### src/hdl/motor_frame_transform_top_macros.svh
// Assertion macros for the motor frame transform block.
`ifndef MOTOR_FRAME_TRANSFORM_TOP_MACROS_SVH
`define MOTOR_FRAME_TRANSFORM_TOP_MACROS_SVH

// same-cycle implication
`define MFT_ASSERT_NOW(label, ante, cons) \
	label: assert property (@(posedge clk) disable iff (!arst_n) (ante) |-> (cons)) \
	else $error("motor_frame_transform: same-cycle check failed");

// next-cycle implication
`define MFT_ASSERT_NEXT(label, ante, cons) \
	label: assert property (@(posedge clk) disable iff (!arst_n) (ante) |=> (cons)) \
	else $error("motor_frame_transform: next-cycle check failed");

`endif

### src/hdl/mft_pkg.sv
// Shared constants, types and the sine table builder for the frame transform.
package mft_pkg;

	localparam int DATA_WIDTH      = 16;
	localparam int ANGLE_WIDTH     = 16;
	localparam int SINE_TABLE_BITS = 10;

	localparam int MODE_W  = 3;
	localparam int N_LANES = 3;
	localparam int N_OPS   = 3;

	localparam int IN_TDATA_W  = ((N_OPS * DATA_WIDTH + ANGLE_WIDTH + 7) / 8) * 8;
	localparam int OUT_TDATA_W = ((N_LANES * DATA_WIDTH + 7) / 8) * 8;

	// Q1.15 constants
	localparam int K_W = 16;
	localparam logic [K_W-1:0] K_ONE        = 16'd32768;
	localparam logic [K_W-1:0] K_SQ23       = 16'd26755;
	localparam logic [K_W-1:0] K_SQ23_HALF  = 16'd13377;
	localparam logic [K_W-1:0] K_INV_SQRT2  = 16'd23170;
	localparam logic [K_W-1:0] K_HALF       = 16'd16384;
	localparam logic [K_W-1:0] K_SQRT3_HALF = 16'd28378;
	localparam logic [K_W-1:0] K_THIRD      = 16'd10923;
	localparam logic [K_W-1:0] K_TWO_THIRDS = 16'd21845;
	localparam logic [K_W-1:0] K_INV_SQRT3  = 16'd18919;

	// sine table: magnitude 0..32768
	localparam int SINE_W    = 16;
	localparam int SC_W      = SINE_W + 1;
	localparam int P_BITS    = SINE_TABLE_BITS + 2;
	localparam int ROM_AW    = SINE_TABLE_BITS + 1;
	localparam int ROM_DEPTH = (1 << SINE_TABLE_BITS) + 1;
	localparam logic [ROM_AW-1:0] ROM_FULL = ROM_AW'(1) << SINE_TABLE_BITS;

	// Q2.30 datapath
	localparam int COEF_W    = 32;
	localparam int FRAC_BITS = 30;
	localparam int PROD_W    = COEF_W + DATA_WIDTH;
	localparam int ACC_W     = PROD_W + 2;

	typedef logic signed [DATA_WIDTH-1:0] data_t;
	typedef logic signed [COEF_W-1:0]     coef_t;
	typedef logic signed [PROD_W-1:0]     prod_t;
	typedef logic signed [ACC_W-1:0]      acc_t;
	typedef logic [SINE_W-1:0]            sine_t;
	typedef sine_t                        sine_rom_t [ROM_DEPTH];

	localparam data_t DATA_MAX = data_t'({1'b0, {(DATA_WIDTH-1){1'b1}}});
	localparam data_t DATA_MIN = data_t'({1'b1, {(DATA_WIDTH-1){1'b0}}});
	localparam acc_t  ACC_DMAX = acc_t'(DATA_MAX);
	localparam acc_t  ACC_DMIN = acc_t'(DATA_MIN);
	localparam acc_t  ACC_ROUND = acc_t'(64'd1 << (FRAC_BITS - 1));

	typedef enum logic [MODE_W-1:0] {
		MODE_CLARKE     = 3'd0,
		MODE_ABC_DQ     = 3'd1,
		MODE_INV_CLARKE = 3'd2,
		MODE_PARK       = 3'd3,
		MODE_DQ_ABC     = 3'd4,
		MODE_INV_PARK   = 3'd5
	} mode_t;

	// load enables, one per pipeline stage
	typedef struct packed {
		logic s1;
		logic s2;
		logic s3;
		logic s4;
		logic s5;
	} stage_en_t;

	localparam logic [63:0] PI_HALF_Q30 = 64'd1686629713;
	localparam logic [63:0] ONE_Q30     = 64'd1 << 30;
	localparam logic [63:0] HORNER_DIV [6] = '{64'd156, 64'd110, 64'd72, 64'd42, 64'd20, 64'd6};

	// truncating Q2.30 Horner series to x^13, rounded to Q1.15 and capped at one
	function automatic sine_rom_t build_sine_rom();
		sine_rom_t   rom;
		logic [63:0] x;
		logic [63:0] x2;
		logic [63:0] t;
		logic [63:0] s;
		logic [63:0] r;
		for (int k = 0; k < ROM_DEPTH; k++) begin
			x  = (64'(k) * PI_HALF_Q30) >> SINE_TABLE_BITS;
			x2 = (x * x) >> 30;
			t  = ONE_Q30;
			for (int i = 0; i < 6; i++) begin
				t = ONE_Q30 - (((x2 * t) >> 30) / HORNER_DIV[i]);
			end
			s = (x * t) >> 30;
			r = (s + 64'd16384) >> 15;
			if (r > 64'(K_ONE)) begin
				r = 64'(K_ONE);
			end
			rom[k] = SINE_W'(r);
		end
		return rom;
	endfunction

endpackage

### src/hdl/mft_lane.sv
// One output lane: three products, then the rounded sum.
module mft_lane (
	input  logic               clk,
	input  mft_pkg::stage_en_t en,
	input  mft_pkg::coef_t     coef_s2 [mft_pkg::N_OPS],
	input  mft_pkg::data_t     x_s2 [mft_pkg::N_OPS],
	output mft_pkg::acc_t      acc_s4
);

	mft_pkg::prod_t prod_s3 [mft_pkg::N_OPS];
	mft_pkg::acc_t  acc_d;

	always_ff @(posedge clk) begin
		if (en.s3) begin
			for (int j = 0; j < mft_pkg::N_OPS; j++) begin
				prod_s3[j] <= coef_s2[j] * x_s2[j];
			end
		end
	end

	always_comb begin
		acc_d = mft_pkg::ACC_ROUND;
		for (int j = 0; j < mft_pkg::N_OPS; j++) begin
			acc_d = acc_d + mft_pkg::acc_t'(prod_s3[j]);
		end
	end

	always_ff @(posedge clk) begin
		if (en.s4) begin
			acc_s4 <= acc_d;
		end
	end

endmodule

### config.mk
export PLATFORM = sky130hd
export DESIGN_NAME = mft_lane
export DESIGN_NICKNAME = d
export VERILOG_FILES = /design/src/hdl/motor_frame_transform_top_macros.svh /design/src/hdl/mft_pkg.sv /design/src/hdl/mft_lane.sv
export SDC_FILE = /design/constraint.sdc
export NUM_CORES = 2
export LEC_CHECK = 0
export ABC_CLOCK_PERIOD_IN_PS = 14700
export BUFFER_PORTS_ARGS = -buffer_cell sky130_fd_sc_hd__buf_2
export CORE_AREA = 4 4 397 399
export DETAILED_ROUTE_END_ITERATION = 8
export DIE_AREA = 0 0 401 403
export GPL_TIMING_DRIVEN = 0
export PLACE_DENSITY = 0.67
export SETUP_SLACK_MARGIN = 0.15
export SYNTH_ARGS = -nofsm -noshare
export SYNTH_HDL_FRONTEND = slang
export SYNTH_SLANG_ARGS = --single-unit
export TNS_END_PERCENT = 100
### constraint.sdc
create_clock -name clk -period 14.7 [get_ports clk]
set_clock_uncertainty 0.15 [all_clocks]
set_input_delay 0.735 -clock clk [delete_from_list [all_inputs] [get_ports clk]]
set_output_delay 0.735 -clock clk [all_outputs]
set_load 0.03 [all_outputs]
==> qor.txt <==
I/O pins: 200
DR top layer: met5
endpoints failing setup: 0
grt total ovfl: 0
cell count after synthesis: 6655
Worst Max-Slew Pin Slew: 1.32 ns
RSZ-0062 raised after global routing: false
postcts setup bufs: 0
Yosys top cell area share: 48.0%
cell row count: 144
post-synthesis xor/xnor area fraction: 2.63%
initial antenna violation count: 14
fmax: 115 MHz
cts bufs inserted: 17
Yosys reg bits: 194
final WL: 183000 um
RePlAce Congestion: 1.00
yosys warns: 0
worst path buffer plus inverter count: 5
Detailed Route Iter0 Violations: 3443
mux share of post-synthesis cell area: 0%
htree depth: 4
required time worst endpoint: 14.66 ns
Area growth, synth to finish: 6.55%
Vias/cell: 5.14
synth top area cells: fa_1, inv_1, edfxtp_1, ha_1, and2_1
crit-path most repeated cell: fa_1
reg2reg path depth: 14
CP endpoint kind: register
critical path cell sequence: buf_2 > inv_2 > buf_1 > nor2_1 > fa_1 > fa_1 > fa_1 > fa_1 > fa_1 > inv_1 > fa_1 > inv_1 > ha_1 > a21o_1 > a21o_1 > a2111oi_0 > o211ai_1 > o211a_1 > a21oi_1 > a311oi_2 > a31oi_1 > o21ai_0 > xor2_1
TritonRoute pass-1 iters: 8
final slew viol count: 0
Net count, final: 8965
Yosys top cell by area: fa_1
most common cell after layout, fill and taps aside: inv_1
drt drc: 0
CP max stage cell: xor2_1
Post-CTS Resized: 0
die area: 0.162 mm^2
Min Hold Slack: 0.606 ns
Slew HR: 12.3%
CP Class: in -> reg
Port Buf Inserts: 196
vias in the first global route: 49.4k
global-route usage over all layers: 23.1%
share of layout cells above drive strength 1: 3.76%
worst-path fanout max: 10
fraction of registers with async set/reset: 0%
hold_buf cts: 0
Initial Util: 40.9%
clock root buffer: clkbuf_16
max cap viols: 0
post-route minimum period: 8.70 ns
fin util: 43.6%
critical path's top delay family: adder cells
worst r2r dst: acc_s4[42]$_DFFE_PP_
WL/cell: 20.4 um
Cell variety after synth: 83
Mapped Nets: 8749
Worst EP arrival: 8.66 ns
first-pass GRT wire length: 286000 um
worst min path class: in -> reg
status: finished, final reports clean
Hold Crit Depth: 2
startpoint types: input pin
Clock Path Buffers: 2
Syn Area/Cell: 9.45 um^2
main combinational cell family by area after synthesis: adder cells
Vias: 45.9k
clock slew seen by the registers of the worst setup and hold paths: 0.07 ns
Min-Delay Startpoint: coef_s2[0]
sequential element share of the synthesized area: 9.26%
Main synth FF type: edfxtp_1
number of flops mapped to enable cells by yosys: 194
Chip Height: 403 um
core area: 0.154 mm^2
Synth Area in Compound Gates: 5.72%
Cell Area, Synth: 0.0629 mm^2
Adder-Cell Fraction of Synth Area: 56.7%
CTS tree: done
largest net degree at the start of global routing: 79
DRT met1 WL: 71100 um
CP max stage delay: 0.90 ns
most frequent cells in the layout: inv_1, fa_1, nand2_1, and2_1, ha_1
width of the die: 401 um
Worst R2R Start: prod_s3[0][50]$_DFFE_PP_
post-synthesis simple-gate area fraction: 14.1%
worst skew pair latency: 0.46 ns
met3 routed wirelength: 14100 um
WHS Endpoint: prod_s3[0][96]$_DFFE_PP_
r2r setup slk: 9.21 ns
Setup TNS: 0 ns
endpoints failing hold: 0
Antenna Nets Post-Route: 0
routed length on met2: 85900 um
TritonCTS Sinks: 194
hpwl dp: 157000 um
fin crit share: 59.2%
==> stage by stage <==
step                cell area [um^2]  cells  setup WS [ns]
global route                   67000   8926           5.74
detailed placement             66500   8896           5.63
floorplan                      62900   6655           7.62
CTS                            67000   8926           6.04
finish                         67000   8930           6.00
global placement               66400   8895           5.59
==> cell usage after synthesis (4+ instances only) <==
| master | number |
|---|---|
| nor2b_1 | 20 |
| o21ai_1 | 8 |
| nor2_1 | 168 |
| and2_1 | 615 |
| a211o_1 | 7 |
| inv_1 | 1688 |
| a211oi_1 | 24 |
| nand3_1 | 26 |
| a221oi_1 | 6 |
| buf_1 | 5 |
| edfxtp_1 | 194 |
| nor3_1 | 30 |
| xor2_1 | 44 |
| o211ai_1 | 13 |
| nand4_1 | 14 |
| clkbuf_1 | 240 |
| nand2_1 | 911 |
| o21a_1 | 25 |
| a21oi_1 | 149 |
| fa_1 | 1507 |
| a31oi_1 | 20 |
| xnor2_1 | 145 |
| ha_1 | 437 |
| a221o_1 | 4 |
| o21bai_1 | 34 |
| and4_1 | 6 |
| o31ai_1 | 10 |
| and3_1 | 17 |
| a2111oi_0 | 6 |
| a21o_1 | 96 |
| or3_1 | 4 |
| a41oi_2 | 4 |
| o21ai_0 | 70 |
| nand2b_1 | 34 |
| or2_2 | 5 |
==> flip-flops by register name, indices dropped and copies added (netlist names) <==
name / count
prod_s3: 144
acc_s4: 50
==> logic make-up after synthesis <==
family	after synthesis
AND/OR/NAND/NOR	1857
buffers and inverters	1942
XOR/XNOR	189
flip-flops	194
adder cells (fa/ha/maj)	1944
AO/OA/AOI/OAI	529
==> area by class of cell <==
class | count | area [um^2]
well taps | 2044 | 2560
fillers | 14899 | 86800
clock buffers | 20 | 437
multi-input cells | 4519 | 49800
repair buffers | 197 | 1010
flip-flops and latches | 194 | 5830
inverters | 1691 | 6350
plain buffers | 251 | 972
diodes | 4 | 10.0
clock inverters | 10 | 104
==> worst max path at each step <==
stage / from / endpoint / slack [ns] / depth (start not counted)
floorplan: coef_s2[63] / prod_s3[0][92]$_DFFE_PP_ / 7.62 / 22
global placement: x_s2[2] / prod_s3[0][143]$_DFFE_PP_ / 5.59 / 20
detailed placement: x_s2[2] / prod_s3[0][143]$_DFFE_PP_ / 5.63 / 20
CTS: x_s2[2] / prod_s3[0][143]$_DFFE_PP_ / 6.04 / 20
global route: x_s2[11] / prod_s3[0][142]$_DFFE_PP_ / 5.74 / 23
finish: x_s2[15] / prod_s3[0][142]$_DFFE_PP_ / 6.00 / 23
==> metal layers <==
metal / global-route usage [%] / vias to the layer above
met5: 0 / -
met4: 11.5 / 12
met3: 4.62 / 475
met2: 37.7 / 1810
met1: 29.2 / 23556
li1: - / 20062
Power is left out: the tool's default activity adds up to more than one toggle a clock period on the data nets, which glitch-free logic cannot reach.
