**src/hdl/motor_frame_transform_top_macros.svh**
```systemverilog
// Assertion macros for the motor frame transform block.
`ifndef MOTOR_FRAME_TRANSFORM_TOP_MACROS_SVH
`define MOTOR_FRAME_TRANSFORM_TOP_MACROS_SVH

// same-cycle implication
`define MFT_ASSERT_NOW(label, ante, cons) \
	label: assert property (@(posedge clk) disable iff (!arst_n) (ante) |-> (cons)) \
	else $error("motor_frame_transform: same-cycle check failed");

// next-cycle implication
`define MFT_ASSERT_NEXT(label, ante, cons) \
	label: assert property (@(posedge clk) disable iff (!arst_n) (ante) |=> (cons)) \
	else $error("motor_frame_transform: next-cycle check failed");

`endif

```
**src/hdl/mft_pkg.sv**
```systemverilog
// Shared constants, types and the sine table builder for the frame transform.
package mft_pkg;

	localparam int DATA_WIDTH      = 16;
	localparam int ANGLE_WIDTH     = 16;
	localparam int SINE_TABLE_BITS = 10;

	localparam int MODE_W  = 3;
	localparam int N_LANES = 3;
	localparam int N_OPS   = 3;

	localparam int IN_TDATA_W  = ((N_OPS * DATA_WIDTH + ANGLE_WIDTH + 7) / 8) * 8;
	localparam int OUT_TDATA_W = ((N_LANES * DATA_WIDTH + 7) / 8) * 8;

	// Q1.15 constants
	localparam int K_W = 16;
	localparam logic [K_W-1:0] K_ONE        = 16'd32768;
	localparam logic [K_W-1:0] K_SQ23       = 16'd26755;
	localparam logic [K_W-1:0] K_SQ23_HALF  = 16'd13377;
	localparam logic [K_W-1:0] K_INV_SQRT2  = 16'd23170;
	localparam logic [K_W-1:0] K_HALF       = 16'd16384;
	localparam logic [K_W-1:0] K_SQRT3_HALF = 16'd28378;
	localparam logic [K_W-1:0] K_THIRD      = 16'd10923;
	localparam logic [K_W-1:0] K_TWO_THIRDS = 16'd21845;
	localparam logic [K_W-1:0] K_INV_SQRT3  = 16'd18919;

	// sine table: magnitude 0..32768
	localparam int SINE_W    = 16;
	localparam int SC_W      = SINE_W + 1;
	localparam int P_BITS    = SINE_TABLE_BITS + 2;
	localparam int ROM_AW    = SINE_TABLE_BITS + 1;
	localparam int ROM_DEPTH = (1 << SINE_TABLE_BITS) + 1;
	localparam logic [ROM_AW-1:0] ROM_FULL = ROM_AW'(1) << SINE_TABLE_BITS;

	// Q2.30 datapath
	localparam int COEF_W    = 32;
	localparam int FRAC_BITS = 30;
	localparam int PROD_W    = COEF_W + DATA_WIDTH;
	localparam int ACC_W     = PROD_W + 2;

	typedef logic signed [DATA_WIDTH-1:0] data_t;
	typedef logic signed [COEF_W-1:0]     coef_t;
	typedef logic signed [PROD_W-1:0]     prod_t;
	typedef logic signed [ACC_W-1:0]      acc_t;
	typedef logic [SINE_W-1:0]            sine_t;
	typedef sine_t                        sine_rom_t [ROM_DEPTH];

	localparam data_t DATA_MAX = data_t'({1'b0, {(DATA_WIDTH-1){1'b1}}});
	localparam data_t DATA_MIN = data_t'({1'b1, {(DATA_WIDTH-1){1'b0}}});
	localparam acc_t  ACC_DMAX = acc_t'(DATA_MAX);
	localparam acc_t  ACC_DMIN = acc_t'(DATA_MIN);
	localparam acc_t  ACC_ROUND = acc_t'(64'd1 << (FRAC_BITS - 1));

	typedef enum logic [MODE_W-1:0] {
		MODE_CLARKE     = 3'd0,
		MODE_ABC_DQ     = 3'd1,
		MODE_INV_CLARKE = 3'd2,
		MODE_PARK       = 3'd3,
		MODE_DQ_ABC     = 3'd4,
		MODE_INV_PARK   = 3'd5
	} mode_t;

	// load enables, one per pipeline stage
	typedef struct packed {
		logic s1;
		logic s2;
		logic s3;
		logic s4;
		logic s5;
	} stage_en_t;

	localparam logic [63:0] PI_HALF_Q30 = 64'd1686629713;
	localparam logic [63:0] ONE_Q30     = 64'd1 << 30;
	localparam logic [63:0] HORNER_DIV [6] = '{64'd156, 64'd110, 64'd72, 64'd42, 64'd20, 64'd6};

	// truncating Q2.30 Horner series to x^13, rounded to Q1.15 and capped at one
	function automatic sine_rom_t build_sine_rom();
		sine_rom_t   rom;
		logic [63:0] x;
		logic [63:0] x2;
		logic [63:0] t;
		logic [63:0] s;
		logic [63:0] r;
		for (int k = 0; k < ROM_DEPTH; k++) begin
			x  = (64'(k) * PI_HALF_Q30) >> SINE_TABLE_BITS;
			x2 = (x * x) >> 30;
			t  = ONE_Q30;
			for (int i = 0; i < 6; i++) begin
				t = ONE_Q30 - (((x2 * t) >> 30) / HORNER_DIV[i]);
			end
			s = (x * t) >> 30;
			r = (s + 64'd16384) >> 15;
			if (r > 64'(K_ONE)) begin
				r = 64'(K_ONE);
			end
			rom[k] = SINE_W'(r);
		end
		return rom;
	endfunction

endpackage

```
**src/hdl/mft_coef.sv**
```systemverilog
// Per-mode Q2.30 coefficient matrix built from sine and cosine.
module mft_coef (
	input  logic               clk,
	input  mft_pkg::stage_en_t en,
	input  mft_pkg::mode_t     mode_s1,
	input  mft_pkg::sine_t     sin_mag_s1,
	input  logic               sin_neg_s1,
	input  mft_pkg::sine_t     cos_mag_s1,
	input  logic               cos_neg_s1,
	output mft_pkg::coef_t     coef_s2 [mft_pkg::N_LANES][mft_pkg::N_OPS]
);

	function automatic mft_pkg::coef_t kmul(input logic [mft_pkg::K_W-1:0] k,
			input logic signed [mft_pkg::SC_W-1:0] v);
		logic signed [mft_pkg::K_W+mft_pkg::SC_W:0] p;
		p = $signed({1'b0, k}) * v;
		return mft_pkg::coef_t'(p);
	endfunction

	logic signed [mft_pkg::SC_W-1:0] sv;
	logic signed [mft_pkg::SC_W-1:0] cv;
	logic signed [mft_pkg::SC_W-1:0] one_v;
	mft_pkg::coef_t                  coef_d [mft_pkg::N_LANES][mft_pkg::N_OPS];

	always_comb begin
		sv    = sin_neg_s1 ? -$signed({1'b0, sin_mag_s1}) : $signed({1'b0, sin_mag_s1});
		cv    = cos_neg_s1 ? -$signed({1'b0, cos_mag_s1}) : $signed({1'b0, cos_mag_s1});
		one_v = mft_pkg::SC_W'(mft_pkg::K_ONE);
		for (int i = 0; i < mft_pkg::N_LANES; i++) begin
			for (int j = 0; j < mft_pkg::N_OPS; j++) begin
				coef_d[i][j] = '0;
			end
		end
		case (mode_s1)
			mft_pkg::MODE_CLARKE: begin
				coef_d[0][0] = kmul(mft_pkg::K_SQ23, one_v);
				coef_d[0][1] = -kmul(mft_pkg::K_SQ23_HALF, one_v);
				coef_d[0][2] = -kmul(mft_pkg::K_SQ23_HALF, one_v);
				coef_d[1][1] = kmul(mft_pkg::K_INV_SQRT2, one_v);
				coef_d[1][2] = -kmul(mft_pkg::K_INV_SQRT2, one_v);
			end
			mft_pkg::MODE_ABC_DQ: begin
				coef_d[0][0] = kmul(mft_pkg::K_TWO_THIRDS, cv);
				coef_d[0][1] = kmul(mft_pkg::K_INV_SQRT3, sv) - kmul(mft_pkg::K_THIRD, cv);
				coef_d[0][2] = -kmul(mft_pkg::K_THIRD, cv) - kmul(mft_pkg::K_INV_SQRT3, sv);
				coef_d[1][0] = -kmul(mft_pkg::K_TWO_THIRDS, sv);
				coef_d[1][1] = kmul(mft_pkg::K_THIRD, sv) + kmul(mft_pkg::K_INV_SQRT3, cv);
				coef_d[1][2] = kmul(mft_pkg::K_THIRD, sv) - kmul(mft_pkg::K_INV_SQRT3, cv);
			end
			mft_pkg::MODE_INV_CLARKE: begin
				coef_d[0][0] = kmul(mft_pkg::K_SQ23, one_v);
				coef_d[1][0] = -kmul(mft_pkg::K_SQ23_HALF, one_v);
				coef_d[1][1] = kmul(mft_pkg::K_INV_SQRT2, one_v);
				coef_d[2][0] = -kmul(mft_pkg::K_SQ23_HALF, one_v);
				coef_d[2][1] = -kmul(mft_pkg::K_INV_SQRT2, one_v);
			end
			mft_pkg::MODE_PARK: begin
				coef_d[0][0] = kmul(mft_pkg::K_ONE, cv);
				coef_d[0][1] = kmul(mft_pkg::K_ONE, sv);
				coef_d[1][0] = -kmul(mft_pkg::K_ONE, sv);
				coef_d[1][1] = kmul(mft_pkg::K_ONE, cv);
			end
			mft_pkg::MODE_DQ_ABC: begin
				coef_d[0][0] = kmul(mft_pkg::K_ONE, cv);
				coef_d[0][1] = -kmul(mft_pkg::K_ONE, sv);
				coef_d[1][0] = kmul(mft_pkg::K_SQRT3_HALF, sv) - kmul(mft_pkg::K_HALF, cv);
				coef_d[1][1] = kmul(mft_pkg::K_HALF, sv) + kmul(mft_pkg::K_SQRT3_HALF, cv);
				coef_d[2][0] = -kmul(mft_pkg::K_HALF, cv) - kmul(mft_pkg::K_SQRT3_HALF, sv);
				coef_d[2][1] = kmul(mft_pkg::K_HALF, sv) - kmul(mft_pkg::K_SQRT3_HALF, cv);
			end
			mft_pkg::MODE_INV_PARK: begin
				coef_d[0][0] = kmul(mft_pkg::K_ONE, cv);
				coef_d[0][1] = -kmul(mft_pkg::K_ONE, sv);
				coef_d[1][0] = kmul(mft_pkg::K_ONE, sv);
				coef_d[1][1] = kmul(mft_pkg::K_ONE, cv);
			end
			default: begin
				// undefined modes keep an all-zero matrix
			end
		endcase
	end

	always_ff @(posedge clk) begin
		if (en.s2) begin
			coef_s2 <= coef_d;
		end
	end

endmodule

```
**config.mk**
```make
export PLATFORM = sky130hd
export DESIGN_NAME = mft_coef
export DESIGN_NICKNAME = d
export VERILOG_FILES = /design/src/hdl/motor_frame_transform_top_macros.svh /design/src/hdl/mft_pkg.sv /design/src/hdl/mft_coef.sv
export SDC_FILE = /design/constraint.sdc
export NUM_CORES = 2
export LEC_CHECK = 0
export BUFFER_PORTS_ARGS = -buffer_cell sky130_fd_sc_hd__buf_2
export CAP_MARGIN = 20
export CORE_MARGIN = 2
export CORE_UTILIZATION = 50
export CTS_CLUSTER_DIAMETER = 30
export DETAILED_ROUTE_END_ITERATION = 16
export PLACE_DENSITY_LB_ADDON = 0.25
export SYNTH_ARGS = -nofsm -noshare
export SYNTH_HDL_FRONTEND = slang
export SYNTH_SLANG_ARGS = --single-unit
```
**constraint.sdc**
```tcl
create_clock -name clk -period 15.7 [get_ports clk]
set_clock_uncertainty 0.15 [all_clocks]
set_input_delay 4.71 -clock clk [delete_from_list [all_inputs] [get_ports clk]]
set_output_delay 4.71 -clock clk [all_outputs]
set_load 0.05 [all_outputs]
```
==> run metrics <==
outcome=completed; post-CTS clock slew at the launch and capture registers of the worst setup and hold paths=roughly 0.050 ns; number of detailed-route iterations in the first pass=5; Layout fillers=around 11,000; layout cell share with drive strength beyond 1=9.85%; Synth Area in XOR/XNOR=between 7 and 8%; CP peak stage delay=about 0.99 ns; initial antenna violation count=16; Area growth, synth to finish=10.6%; Final nets=9,104; CTS Root Cell=clkbuf_16; top cell family by delay on the critical path=adder cells; worst path setup slack after routing=around 0.49 ns; Setup Slack @ Placement=about 0.0065 ns; cell types with the largest area share after synthesis=fa_1, ha_1, edfxtp_1; data required time of the critical path=15.89 ns; Max Clk Rate=65.7 MHz; area of the core=between 100,000 and 150,000 um2; flip-flop count of the largest register after layout=about 250; top_reg_cell synth=edfxtp_1; adder and majority gate portion of the synthesized area=46.8%; total routed wirelength=between 200 and 250 mm; transition time at the pin with the least slew margin=between 1 and 1.5 ns; leading registers by flop count=coef_s2: 254 flops; GPL Wtd Cong=~1; post-synthesis instance area=between 60,000 and 70,000 um2; DIE AREA=127,000 um2; mean area per synthesized cell=approximately 9.1 um2; width of the die=356 um; worst-path cell with the longest stage delay=xnor2_1; number of distinct library cells after synthesis=slightly below 100; maximum number of pins on one net before global-route repair=83; total count of hold-check failures in the final report=0; min cycle time layout=15.21 ns; gate count of the mapped netlist=6,766; sequential share of the synthesized area=between 10% and 20%; vias after detailed routing=50,500; floorplan row count=approximately 130; post-synthesis async set-or-reset flop share=0%; number of I/O port buffers=approximately 300; vias per inst=5.66; number of maximum-capacitance constraint violations=0; Max-slew headroom=between 10% and 20%; WHS Path Cells=1; routed wire length per instance=24.7 um; level count of the clock H-tree=2; final antenna-violating net count=0; register with the most flip-flops=coef_s2; Final period util=between 90% and 100%; starting utilization of the core area=between 50% and 60%; Synth top area share=approximately a quarter; fraction of the mapped netlist area in simple logic gates=8.90%; most common cell in the synthesized netlist=inv_1; multiplexer share of the synthesized area=less than 1%; category of the worst setup path launch point=input pin; count of buffer and inverter cells on the critical path=8; Num Clock Sinks=about 250; critical path type=input pin to flop; first-pass GRT wire length=between 300 and 400 mm; via count of the first global-routing pass=roughly 49,000; setup-violating endpoint count in the final report=0; Max Transition Viols Final=0; dominant combinational cell family by area after synthesis=adder cells; setup repair after global routing missed its margin=no; Yosys warning total=0; cts hold-fix bufs=0; min-delay worst type=input pin to flop; Min-Delay Endpoint=coef_s2[174]; all-layer global routing usage=34.9%; area of the multi-input gates=around 48,000 um2; leading post-synthesis cells by instance count=inv_1, ha_1, fa_1; Clock Path Buffers=3; number of register bits inferred by synthesis=254; total clock buffers created by CTS=47; final instance area=68,400 um2; largest area contributor in the synthesized netlist=fa_1; num ports=between 300 and 400; number of DRC markers in iteration 0=roughly 5,000; CP Data Arrival Time=about 15 ns; post-detailed-placement cell area=between 60,000 and 70,000 um2; kind of capture point of the worst setup path=flop; # DRC=0; register cell area after layout=between 7000 and 8000 um2; number of enable flip-flop cells after synthesis=254; TritonCTS clock tree=yes; Overflow after GRT=0; complex-gate fraction of the synthesized area=roughly 14%; largest fanout on the critical path=6; Detail Placement HPWL=about 190 mm; Vert. Die Dim=approximately 360 um; startpoint of the most critical hold path=en[3]; number of buffers added for setup after CTS=0
[logic make-up (layout without fill, tap and decap cells)]
logic type / Yosys count / in the layout
adders and majority gates: 1822 / 1822
buffers and inverters: 1713 / 2191
AOI/OAI and AO/OA: 1317 / 1317
and+or+nand+nor: 1121 / 1121
xor gates and xnor gates: 520 / 520
DFF: 254 / 254
muxes: 18 / 18
other: 1 / 35
[layer usage]
layer	vias up	global-route usage, %	wire [um]
met5	-	0	72
li1	23000	-	-
met4	10	10.9	8020
met3	284	7.79	22400
met1	24900	51.8	99400
met2	2263	50.3	90600
[placed cells by master, fill, tap and decap left out, types with 40 or more instances in the layout]
master / n
inv_1: 1559
ha_1: 1001
fa_1: 821
a21oi_1: 381
nor2_1: 360
xnor2_1: 351
buf_2: 291
o21ai_0: 280
edfxtp_1: 254
buf_4: 238
nand2_1: 218
xor2_1: 160
a21o_1: 139
nor3_1: 94
o21a_1: 74
nand2b_1: 73
nor2b_1: 70
o21bai_1: 62
nand3_1: 58
o22ai_1: 52
clkbuf_16: 47
and3_1: 42
or3_1: 40
[how the worst max path moves through the flow]
stage,startpoint,end,slack (ns),cells past startpoint
floorplan,sin_mag_s1[0],coef_s2[223],0.75,37
global placement,cos_mag_s1[3],coef_s2[223],-0.03,36
detailed placement,cos_mag_s1[3],coef_s2[223],0.007,36
CTS,cos_mag_s1[3],coef_s2[223],0.50,36
global route,cos_mag_s1[3],coef_s2[223],0.01,36
finish,sin_mag_s1[0],coef_s2[223],0.49,40
[stage by stage]
| stage | hold slack (ns) | utilization [%] | instances | TNS, ns |
|---|---|---|---|---|
| after floorplan | 4.67 | - | 6799 | 0 |
| after global placement | 5.00 | 54.1 | 8825 | -0.0344 |
| after detailed placement | 5.01 | 54.1 | 8826 | 0 |
| after CTS | 4.33 | 55.5 | 8913 | 0 |
| after global routing | 4.36 | 55.5 | 8914 | 0 |
| final | 4.36 | 55.5 | 8915 | 0 |
[layout make-up]
cell class,count,share of cell area (%)
Multi-Input combinational cell,4832,70.0
Inverter,1572,8.62
Clock buffer,49,1.73
Tap cell,1637,2.99
Clock inverter,38,0.711
Antenna cell,1,0.00366
Sequential cell,254,11.1
Timing Repair Buffer,532,4.80
[timing repair]
item | CTS | global route
hold endpoints to repair | 0 | 0
endpoints found under the setup margin | 0 | 1
gates resized for setup | 0 | 1
Power is left out: the tool's default activity adds up to more than one toggle a clock period on the data nets, which glitch-free logic cannot reach.
