File: src/hdl/motor_frame_transform_top_macros.svh
// Assertion macros for the motor frame transform block.
`ifndef MOTOR_FRAME_TRANSFORM_TOP_MACROS_SVH
`define MOTOR_FRAME_TRANSFORM_TOP_MACROS_SVH

// same-cycle implication
`define MFT_ASSERT_NOW(label, ante, cons) \
	label: assert property (@(posedge clk) disable iff (!arst_n) (ante) |-> (cons)) \
	else $error("motor_frame_transform: same-cycle check failed");

// next-cycle implication
`define MFT_ASSERT_NEXT(label, ante, cons) \
	label: assert property (@(posedge clk) disable iff (!arst_n) (ante) |=> (cons)) \
	else $error("motor_frame_transform: next-cycle check failed");

`endif

File: src/hdl/mft_pkg.sv
// Shared constants, types and the sine table builder for the frame transform.
package mft_pkg;

	localparam int DATA_WIDTH      = 16;
	localparam int ANGLE_WIDTH     = 16;
	localparam int SINE_TABLE_BITS = 10;

	localparam int MODE_W  = 3;
	localparam int N_LANES = 3;
	localparam int N_OPS   = 3;

	localparam int IN_TDATA_W  = ((N_OPS * DATA_WIDTH + ANGLE_WIDTH + 7) / 8) * 8;
	localparam int OUT_TDATA_W = ((N_LANES * DATA_WIDTH + 7) / 8) * 8;

	// Q1.15 constants
	localparam int K_W = 16;
	localparam logic [K_W-1:0] K_ONE        = 16'd32768;
	localparam logic [K_W-1:0] K_SQ23       = 16'd26755;
	localparam logic [K_W-1:0] K_SQ23_HALF  = 16'd13377;
	localparam logic [K_W-1:0] K_INV_SQRT2  = 16'd23170;
	localparam logic [K_W-1:0] K_HALF       = 16'd16384;
	localparam logic [K_W-1:0] K_SQRT3_HALF = 16'd28378;
	localparam logic [K_W-1:0] K_THIRD      = 16'd10923;
	localparam logic [K_W-1:0] K_TWO_THIRDS = 16'd21845;
	localparam logic [K_W-1:0] K_INV_SQRT3  = 16'd18919;

	// sine table: magnitude 0..32768
	localparam int SINE_W    = 16;
	localparam int SC_W      = SINE_W + 1;
	localparam int P_BITS    = SINE_TABLE_BITS + 2;
	localparam int ROM_AW    = SINE_TABLE_BITS + 1;
	localparam int ROM_DEPTH = (1 << SINE_TABLE_BITS) + 1;
	localparam logic [ROM_AW-1:0] ROM_FULL = ROM_AW'(1) << SINE_TABLE_BITS;

	// Q2.30 datapath
	localparam int COEF_W    = 32;
	localparam int FRAC_BITS = 30;
	localparam int PROD_W    = COEF_W + DATA_WIDTH;
	localparam int ACC_W     = PROD_W + 2;

	typedef logic signed [DATA_WIDTH-1:0] data_t;
	typedef logic signed [COEF_W-1:0]     coef_t;
	typedef logic signed [PROD_W-1:0]     prod_t;
	typedef logic signed [ACC_W-1:0]      acc_t;
	typedef logic [SINE_W-1:0]            sine_t;
	typedef sine_t                        sine_rom_t [ROM_DEPTH];

	localparam data_t DATA_MAX = data_t'({1'b0, {(DATA_WIDTH-1){1'b1}}});
	localparam data_t DATA_MIN = data_t'({1'b1, {(DATA_WIDTH-1){1'b0}}});
	localparam acc_t  ACC_DMAX = acc_t'(DATA_MAX);
	localparam acc_t  ACC_DMIN = acc_t'(DATA_MIN);
	localparam acc_t  ACC_ROUND = acc_t'(64'd1 << (FRAC_BITS - 1));

	typedef enum logic [MODE_W-1:0] {
		MODE_CLARKE     = 3'd0,
		MODE_ABC_DQ     = 3'd1,
		MODE_INV_CLARKE = 3'd2,
		MODE_PARK       = 3'd3,
		MODE_DQ_ABC     = 3'd4,
		MODE_INV_PARK   = 3'd5
	} mode_t;

	// load enables, one per pipeline stage
	typedef struct packed {
		logic s1;
		logic s2;
		logic s3;
		logic s4;
		logic s5;
	} stage_en_t;

	localparam logic [63:0] PI_HALF_Q30 = 64'd1686629713;
	localparam logic [63:0] ONE_Q30     = 64'd1 << 30;
	localparam logic [63:0] HORNER_DIV [6] = '{64'd156, 64'd110, 64'd72, 64'd42, 64'd20, 64'd6};

	// truncating Q2.30 Horner series to x^13, rounded to Q1.15 and capped at one
	function automatic sine_rom_t build_sine_rom();
		sine_rom_t   rom;
		logic [63:0] x;
		logic [63:0] x2;
		logic [63:0] t;
		logic [63:0] s;
		logic [63:0] r;
		for (int k = 0; k < ROM_DEPTH; k++) begin
			x  = (64'(k) * PI_HALF_Q30) >> SINE_TABLE_BITS;
			x2 = (x * x) >> 30;
			t  = ONE_Q30;
			for (int i = 0; i < 6; i++) begin
				t = ONE_Q30 - (((x2 * t) >> 30) / HORNER_DIV[i]);
			end
			s = (x * t) >> 30;
			r = (s + 64'd16384) >> 15;
			if (r > 64'(K_ONE)) begin
				r = 64'(K_ONE);
			end
			rom[k] = SINE_W'(r);
		end
		return rom;
	endfunction

endpackage

File: src/hdl/mft_merge.sv
// Scales and clips the lane sums and merges their clip flags into the output register.
module mft_merge (
	input  logic               clk,
	input  mft_pkg::stage_en_t en,
	input  mft_pkg::acc_t      acc_s4 [mft_pkg::N_LANES],
	output mft_pkg::data_t     res_s5 [mft_pkg::N_LANES],
	output logic               sat_s5
);

	mft_pkg::acc_t  q      [mft_pkg::N_LANES];
	mft_pkg::data_t res_d  [mft_pkg::N_LANES];
	logic           sat_d;

	always_comb begin
		sat_d = 1'b0;
		for (int i = 0; i < mft_pkg::N_LANES; i++) begin
			q[i] = acc_s4[i] >>> mft_pkg::FRAC_BITS;
			if (q[i] > mft_pkg::ACC_DMAX) begin
				res_d[i] = mft_pkg::DATA_MAX;
				sat_d    = 1'b1;
			end else if (q[i] < mft_pkg::ACC_DMIN) begin
				res_d[i] = mft_pkg::DATA_MIN;
				sat_d    = 1'b1;
			end else begin
				res_d[i] = q[i][mft_pkg::DATA_WIDTH-1:0];
			end
		end
	end

	always_ff @(posedge clk) begin
		if (en.s5) begin
			res_s5 <= res_d;
			sat_s5 <= sat_d;
		end
	end

endmodule

File: config.mk
export PLATFORM = sky130hd
export DESIGN_NAME = mft_merge
export DESIGN_NICKNAME = d
export VERILOG_FILES = /design/src/hdl/motor_frame_transform_top_macros.svh /design/src/hdl/mft_pkg.sv /design/src/hdl/mft_merge.sv
export SDC_FILE = /design/constraint.sdc
export NUM_CORES = 1
export LEC_CHECK = 0
export BUFFER_PORTS_ARGS = -buffer_cell sky130_fd_sc_hd__buf_2
export CAP_MARGIN = 20
export CORE_AREA = 2 2 79 81
export CTS_CLUSTER_DIAMETER = 200
export DETAILED_ROUTE_END_ITERATION = 8
export DIE_AREA = 0 0 81 83
export PLACE_DENSITY = 0.74
export REMOVE_ABC_BUFFERS = 1
export SETUP_SLACK_MARGIN = 0.02
export SYNTH_ARGS = -nofsm -noshare
export SYNTH_HDL_FRONTEND = slang
export SYNTH_SLANG_ARGS = --single-unit
File: constraint.sdc
create_clock -name clk -period 1.4 [get_ports clk]
set_input_delay 0 -clock clk [delete_from_list [all_inputs] [get_ports clk]]
set_output_delay 0 -clock clk [all_outputs]
set_load 0.02 [all_outputs]
==> flow_metrics.py, run 1 <==
metrics = {
    "final_layout": {
        "drive_gt1_frac": 0.466,
        "diodes": 0,
        "final_area_um2": 3080,
        "area_delta_synth_final_pct": 54.6,
        "nets": 423,
    },
    "clock_tree": {
        "htreeDepth": 2,
        "cts_tree": "yes",
        "numCtsBuffers": 5,
        "post_cts_buffers": 0,
        "cts_buffer_depth": 2,
        "cts_sinks": 49,
        "root_buffer": "clkbuf_8",
        "clkSlewWorstSetupHoldPaths_ps": 80,
    },
    "worst_setup_path": {
        "crit_arrival_ps": 1270,
        "path_buf_inv": 2,
        "crit_required_ps": 1450,
        "crit_fanout": 15,
        "path_class": "input port to register",
        "crit_path_start_kind": "input port",
        "crit_family": "buffers and inverters",
        "critPathCaptureType": "register",
        "slowest_stage": "dlygate4sd3_1",
        "crit_chain": "dlygate4sd3_1 -> buf_2 -> nand2_1 -> o21a_1",
        "cpPeakStageDelay_ps": 540,
    },
    "min_path": {
        "hold_path_class": "input port to register",
    },
    "timing": {
        "fin_ws_ps": 186,
        "post-route-min-period_ps": 1210,
        "fmax_ghz": 0.824,
        "slew_violations": 0,
        "slew_headroom": 0.653,
        "setup_viol": 0,
        "final.setup.tns_ps": 0,
        "rsz0062_at_grt": "no",
        "final-hold-violation-count": 0,
        "worst_pin_slew_ps": 519,
        "period_share": 0.867,
    },
    "floorplanning": {
        "num_rows": 28,
        "die_h_um": 83,
        "dieArea_um2": 6720,
        "fp.coreArea_um2": 5820,
        "die_w_um": 81,
        "start_util": 0.343,
        "io_pins": 205,
    },
    "global_route": {
        "grtUsageTotal": 0.157,
        "overflow": 0,
        "antenna_found_initial": 0,
        "grt_max_degree": 50,
        "grt_pass1_vias": 1618,
        "grt_pass1_wl_um": 7850,
    },
    "power": {
        "p_leak_uw": 0.00129,
        "power_density_nw_per_um2": 1060,
        "peakVddDrop_uv": 568,
    },
    "outcome": {
        "status": "finished, final reports clean",
    },
    "logic_synthesis": {
        "yosysTopAreaCell": "edfxtp_1",
        "syn-cell-area_um2": 1990,
        "syn_inst": 118,
        "synth_area_leaders": "edfxtp_1 74%, o21a_1 17%, buf_6 2.3%, nor2b_4 1.4%, or4_4 1.1%",
        "avgSynthCellArea_um2": 16.9,
        "synth_commonest_cells": "49 x edfxtp_1, 45 x o21a_1, 5 x clkbuf_1",
        "async_flop_share": 0,
        "ys_types": 12,
        "synth_top_area_frac": 0.739,
        "synth_edf_count": 49,
        "synth_ff_type": "edfxtp_1",
        "synth_most_common_cell": "edfxtp_1",
        "ys_seq_area_frac": 0.739,
        "yosys_warnings": 0,
        "synth_seq_cells": 49,
    },
    "route": {
        "drt_pre_antenna_iters": 4,
        "vias": 1559,
        "final_antenna_net_count": 0,
        "wl_per_cell_um": 15.0,
        "avgViaCountPerCell": 4.55,
        "route.detailed.drc": 0,
        "drt-initial-drc-count": 56,
        "wl_um": 5160,
    },
    "placement": {
        "portBuffers": 110,
        "dpl_worst_slack_ps": 111,
        "gp_congestion": 0.700,
        "place_area_um2": 2600,
        "hpwl_um": 3460,
    },
    "flow_run": {
        "maxCapViolations": 0,
    },
}
==> what timing repair did <==
action	CTS	global route
hold endpoints to repair	38	1
gates resized for setup	0	1
setup endpoints to repair	0	1
hold buffers	38	1
==> power breakdown <==
group	switching, µW	internal [µW]
registers	31.9	1770
logic	373	290
clock network	451	345
==> per-layer routing <==
metal  track usage  wire length, µm  share of wire
met5             0                0              0
met3        0.0717              593           0.11
met1         0.178             2030           0.39
met4        0.0570              121          0.023
met2         0.255             2420           0.47
==> state kept, by name, summed over array words and instances (netlist names) <==
signal	flops
sat_s5	1
res_s5	48
==> placed cells by master, fill, tap and decap left out, drive strengths merged <==
cell,instances
buf,112
edfxtp,49
o21a,45
dlygate4sd3,39
clkbuf,5
nand4,3
nand2,3
or4,2
nor2b,2
mux2i,2
clkinv,2
nor4,1
nor2,1
o2111ai,1
clkinvlp,1
==> stage by stage <==
step / total power, µW / util / hold WS (ps) / std cells
final: 3260 / 0.529 / 7.51 / 343
after global routing: 3420 / 0.529 / 0.759 / 343
after CTS: 3290 / 0.527 / 3.89 / 342
after detailed placement: 2410 / 0.447 / 233 / 296
after global placement: 2400 / 0.447 / 232 / 296
after floorplan: 2120 / - / 98.9 / 109
==> path summary, 6_finish.rpt <==
kind,from,to,slack [ps],cells after the start
max,acc_s4[149],res_s5[39]$_SDFFCE_PN1P_,190,4
min,acc_s4[144],res_s5[46]$_SDFFCE_PN1P_,8,2
==> cell type report <==
class                           count  area (µm²)
Multi-Input combinational cell     60         459
Clock buffer                        5        68.8
Tap cell                           75        93.8
Timing Repair Buffer              151         968
Sequential cell                    49        1470
Fill cell                         518        2740
Clock inverter                      3        17.5
==> kinds of logic (layout without fill, tap and decap cells) <==
family,after synthesis,count (layout),synth area share
AO/OA/AOI/OAI,46,46,0.174
buffers and inverters,9,159,0.0320
flip-flops,49,49,0.739
multiplexers,2,2,0.0101
AND/OR/NAND/NOR,12,12,0.0452
(Power assumes the default switching activity.)
==> run 2: changes to the inputs <==
--- a/config.mk
+++ b/config.mk
@@ -5,13 +5,14 @@
 export SDC_FILE = /design/constraint.sdc
 export NUM_CORES = 1
 export LEC_CHECK = 0
+export ABC_AREA = 1
 export BUFFER_PORTS_ARGS = -buffer_cell sky130_fd_sc_hd__buf_2
 export CAP_MARGIN = 20
-export CORE_AREA = 2 2 79 81
+export CORE_AREA = 2 2 80 82
 export CTS_CLUSTER_DIAMETER = 200
 export DETAILED_ROUTE_END_ITERATION = 8
-export DIE_AREA = 0 0 81 83
-export PLACE_DENSITY = 0.74
+export DIE_AREA = 0 0 82 84
+export PLACE_DENSITY = 0.73
 export REMOVE_ABC_BUFFERS = 1
 export SETUP_SLACK_MARGIN = 0.02
 export SYNTH_ARGS = -nofsm -noshare
==> run 2 against run 1 <==
Net effect:
- hold slack gained 4.3 ps
- die area grew 2.5%
- fmax grew 9.9%
- sequential power is essentially flat
- clock power grew 23%
- power grew 6.6%
- worst setup slack gained 110 ps
- sequential share of layout area shrank 2.3 points
- count of clock-buffer cells in the layout is the same
- routed wire length shrank 0.23%
- via count grew 15%
- critical path depth grew 1
- critical path type unchanged
==> flow_metrics.py, run 2 <==
metrics = {
    "final_layout": {
        "reg_top3": "res_s5 (48), sat_s5 (1)",
        "drive_gt1_frac": 0.387,
        "top_register": "res_s5",
        "largest_reg_flops": 48,
        "nets": 491,
        "layout.cells.most_common": "buf_2",
        "diodes": 0,
        "layout_common_cells": "110 x buf_2, 73 x nand2_1, 49 x edfxtp_1, 46 x dlygate4sd3_1, 35 x nor2_1",
        "area_delta_synth_final_pct": 59.2,
    },
    "timing": {
        "post-route-min-period_ps": 1100,
        "rsz0062_at_grt": "no",
        "final-hold-violation-count": 0,
        "setup_viol": 0,
        "slew_headroom": 0.698,
        "period_share": 0.789,
        "worst_pin_slew_ps": 452,
        "final.setup.tns_ps": 0,
        "fmax_ghz": 0.905,
        "slew_violations": 0,
    },
    "floorplanning": {
        "die_h_um": 84,
        "num_rows": 29,
        "dieArea_um2": 6890,
        "io_pins": 205,
        "fp.coreArea_um2": 6100,
        "die_w_um": 82,
        "start_util": 0.333,
    },
    "route": {
        "final_antenna_net_count": 0,
        "drt_pre_antenna_iters": 4,
        "vias": 1787,
        "avgViaCountPerCell": 4.33,
        "wl_per_cell_um": 12.5,
        "drt-initial-drc-count": 73,
        "route.detailed.drc": 0,
        "wl_um": 5150,
    },
    "clock_tree": {
        "cts_tree": "yes",
        "cts_buffer_depth": 2,
        "post_cts_buffers": 0,
        "clkSlewWorstSetupHoldPaths_ps": 90,
        "numCtsBuffers": 5,
        "htreeDepth": 2,
        "cts_sinks": 49,
        "root_buffer": "clkbuf_8",
    },
    "logic_synthesis": {
        "ys_types": 11,
        "ys_seq_area_frac": 0.724,
        "async_flop_share": 0,
        "yosys_warnings": 0,
        "synth_seq_cells": 49,
        "synth_most_common_cell": "nand2_1",
        "avgSynthCellArea_um2": 11.6,
        "syn_inst": 175,
        "synth_top_area_frac": 0.724,
        "yosysTopAreaCell": "edfxtp_1",
        "syn-cell-area_um2": 2030,
        "synth_ff_type": "edfxtp_1",
        "synth_edf_count": 49,
        "synth_area_leaders": "edfxtp_1 72%, nand2_1 13%, nor2_1 6.5%, buf_6 2.2%, o21ai_4 1.6%",
        "synth_commonest_cells": "73 x nand2_1, 49 x edfxtp_1, 35 x nor2_1",
    },
    "worst_setup_path": {
        "crit_family": "buffers and inverters",
        "startpoint": "acc_s4[49]",
        "crit_chain": "dlygate4sd3_1 -> buf_2 -> a21oi_4 -> nor2_1 -> nor2_1",
        "slowest_stage": "dlygate4sd3_1",
        "crit_required_ps": 1560,
        "crit_fanout": 16,
        "path_buf_inv": 2,
        "path_class": "input port to register",
        "cp.depth": 5,
        "crit_arrival_ps": 1260,
        "endpoint": "res_s5[10]$_SDFFCE_PN1P_",
        "critPathCaptureType": "register",
        "cpPeakStageDelay_ps": 540,
        "path_common_cell": "nor2_1",
        "crit_path_start_kind": "input port",
    },
    "placement": {
        "portBuffers": 110,
        "hpwl_um": 3440,
        "gp_congestion": 0.645,
    },
    "power": {
        "power_uw": 3470,
        "p_leak_uw": 0.00148,
        "power_density_nw_per_um2": 1070,
        "peakVddDrop_uv": 486,
    },
    "global_route": {
        "grt_pass1_vias": 1808,
        "overflow": 0,
        "grt_pass1_wl_um": 7970,
        "antenna_found_initial": 0,
        "grtUsageTotal": 0.151,
        "grt_max_degree": 50,
    },
    "min_path": {
        "hold_path_class": "input port to register",
        "holdPathStages": 3,
    },
    "outcome": {
        "status": "finished, final reports clean",
    },
    "flow_run": {
        "maxCapViolations": 0,
    },
}
run 2: stage by stage:
step	hold WS [ps]	worst slack [ps]	std cells	area (µm²)	util
6_report	11.8	295	413	3240	0.531
3_5_place_dp	242	434	359	2670	0.437
4_1_cts	2.60	308	413	3240	0.531
5_1_grt	11.3	221	413	3240	0.531
3_3_place_gp	236	459	359	2670	0.437
2_1_floorplan	98.9	524	166	1960	-
run 2: timing repair:
item	4_1_cts	5_1_grt
hold buffers	46	0
resized for setup	0	0
hold endpoints to repair	46	0
run 2: layout make-up:
class	count	area, µm²
fillers	541	2860
clock buffers	5	68.8
repair buffers	162	1070
clock inverters	3	41.3
inverters	2	7.51
well taps	77	96.3
flip-flops and latches	49	1470
multi-input cells	115	482
run 2: worst min-delay path: cells and delay by family:
family / cells / cell delay, ps
and+or+nand+nor: 2 / 110
buffers and inverters: 1 / 90
run 2: worst min path at each step:
stage | startpoint | to | slack (ps)
after global placement | acc_s4[149] | res_s5[47]$_SDFFCE_PN0P_ | 240
final | acc_s4[33] | res_s5[3]$_SDFFCE_PN1P_ | 10
after detailed placement | acc_s4[149] | res_s5[47]$_SDFFCE_PN0P_ | 240
after global routing | acc_s4[40] | res_s5[10]$_SDFFCE_PN1P_ | 10
after floorplan | acc_s4[49] | res_s5[15]$_SDFFCE_PN0P_ | 100
after CTS | acc_s4[33] | res_s5[3]$_SDFFCE_PN1P_ | 3
run 2: metal layers:
layer | track usage | routed length, µm | up-vias
met5 | 0 | 0 | -
li1 | - | - | 889
met4 | 0.0348 | 46 | 0
met1 | 0.184 | 2180 | 794
met3 | 0.0552 | 581 | 6
met2 | 0.252 | 2350 | 98
run 2: kinds of logic (layout without fill, tap and decap cells):
| logic type | after synthesis | in the layout | synth area share |
|---|---|---|---|
| buffers and inverters | 11 | 172 | 0.0388 |
| and+or+nand+nor | 111 | 111 | 0.209 |
| DFF | 49 | 49 | 0.724 |
| AOI/OAI and AO/OA | 4 | 4 | 0.0283 |
run 2: power breakdown:
part	internal [µW]	total, µW	leakage, µW	switching, µW
Combinational	293	694	0.000944	401
Clock	526	983	0.0000518	457
Sequential	1770	1790	0.000481	28.8
Total	2580	3470	0.00148	887
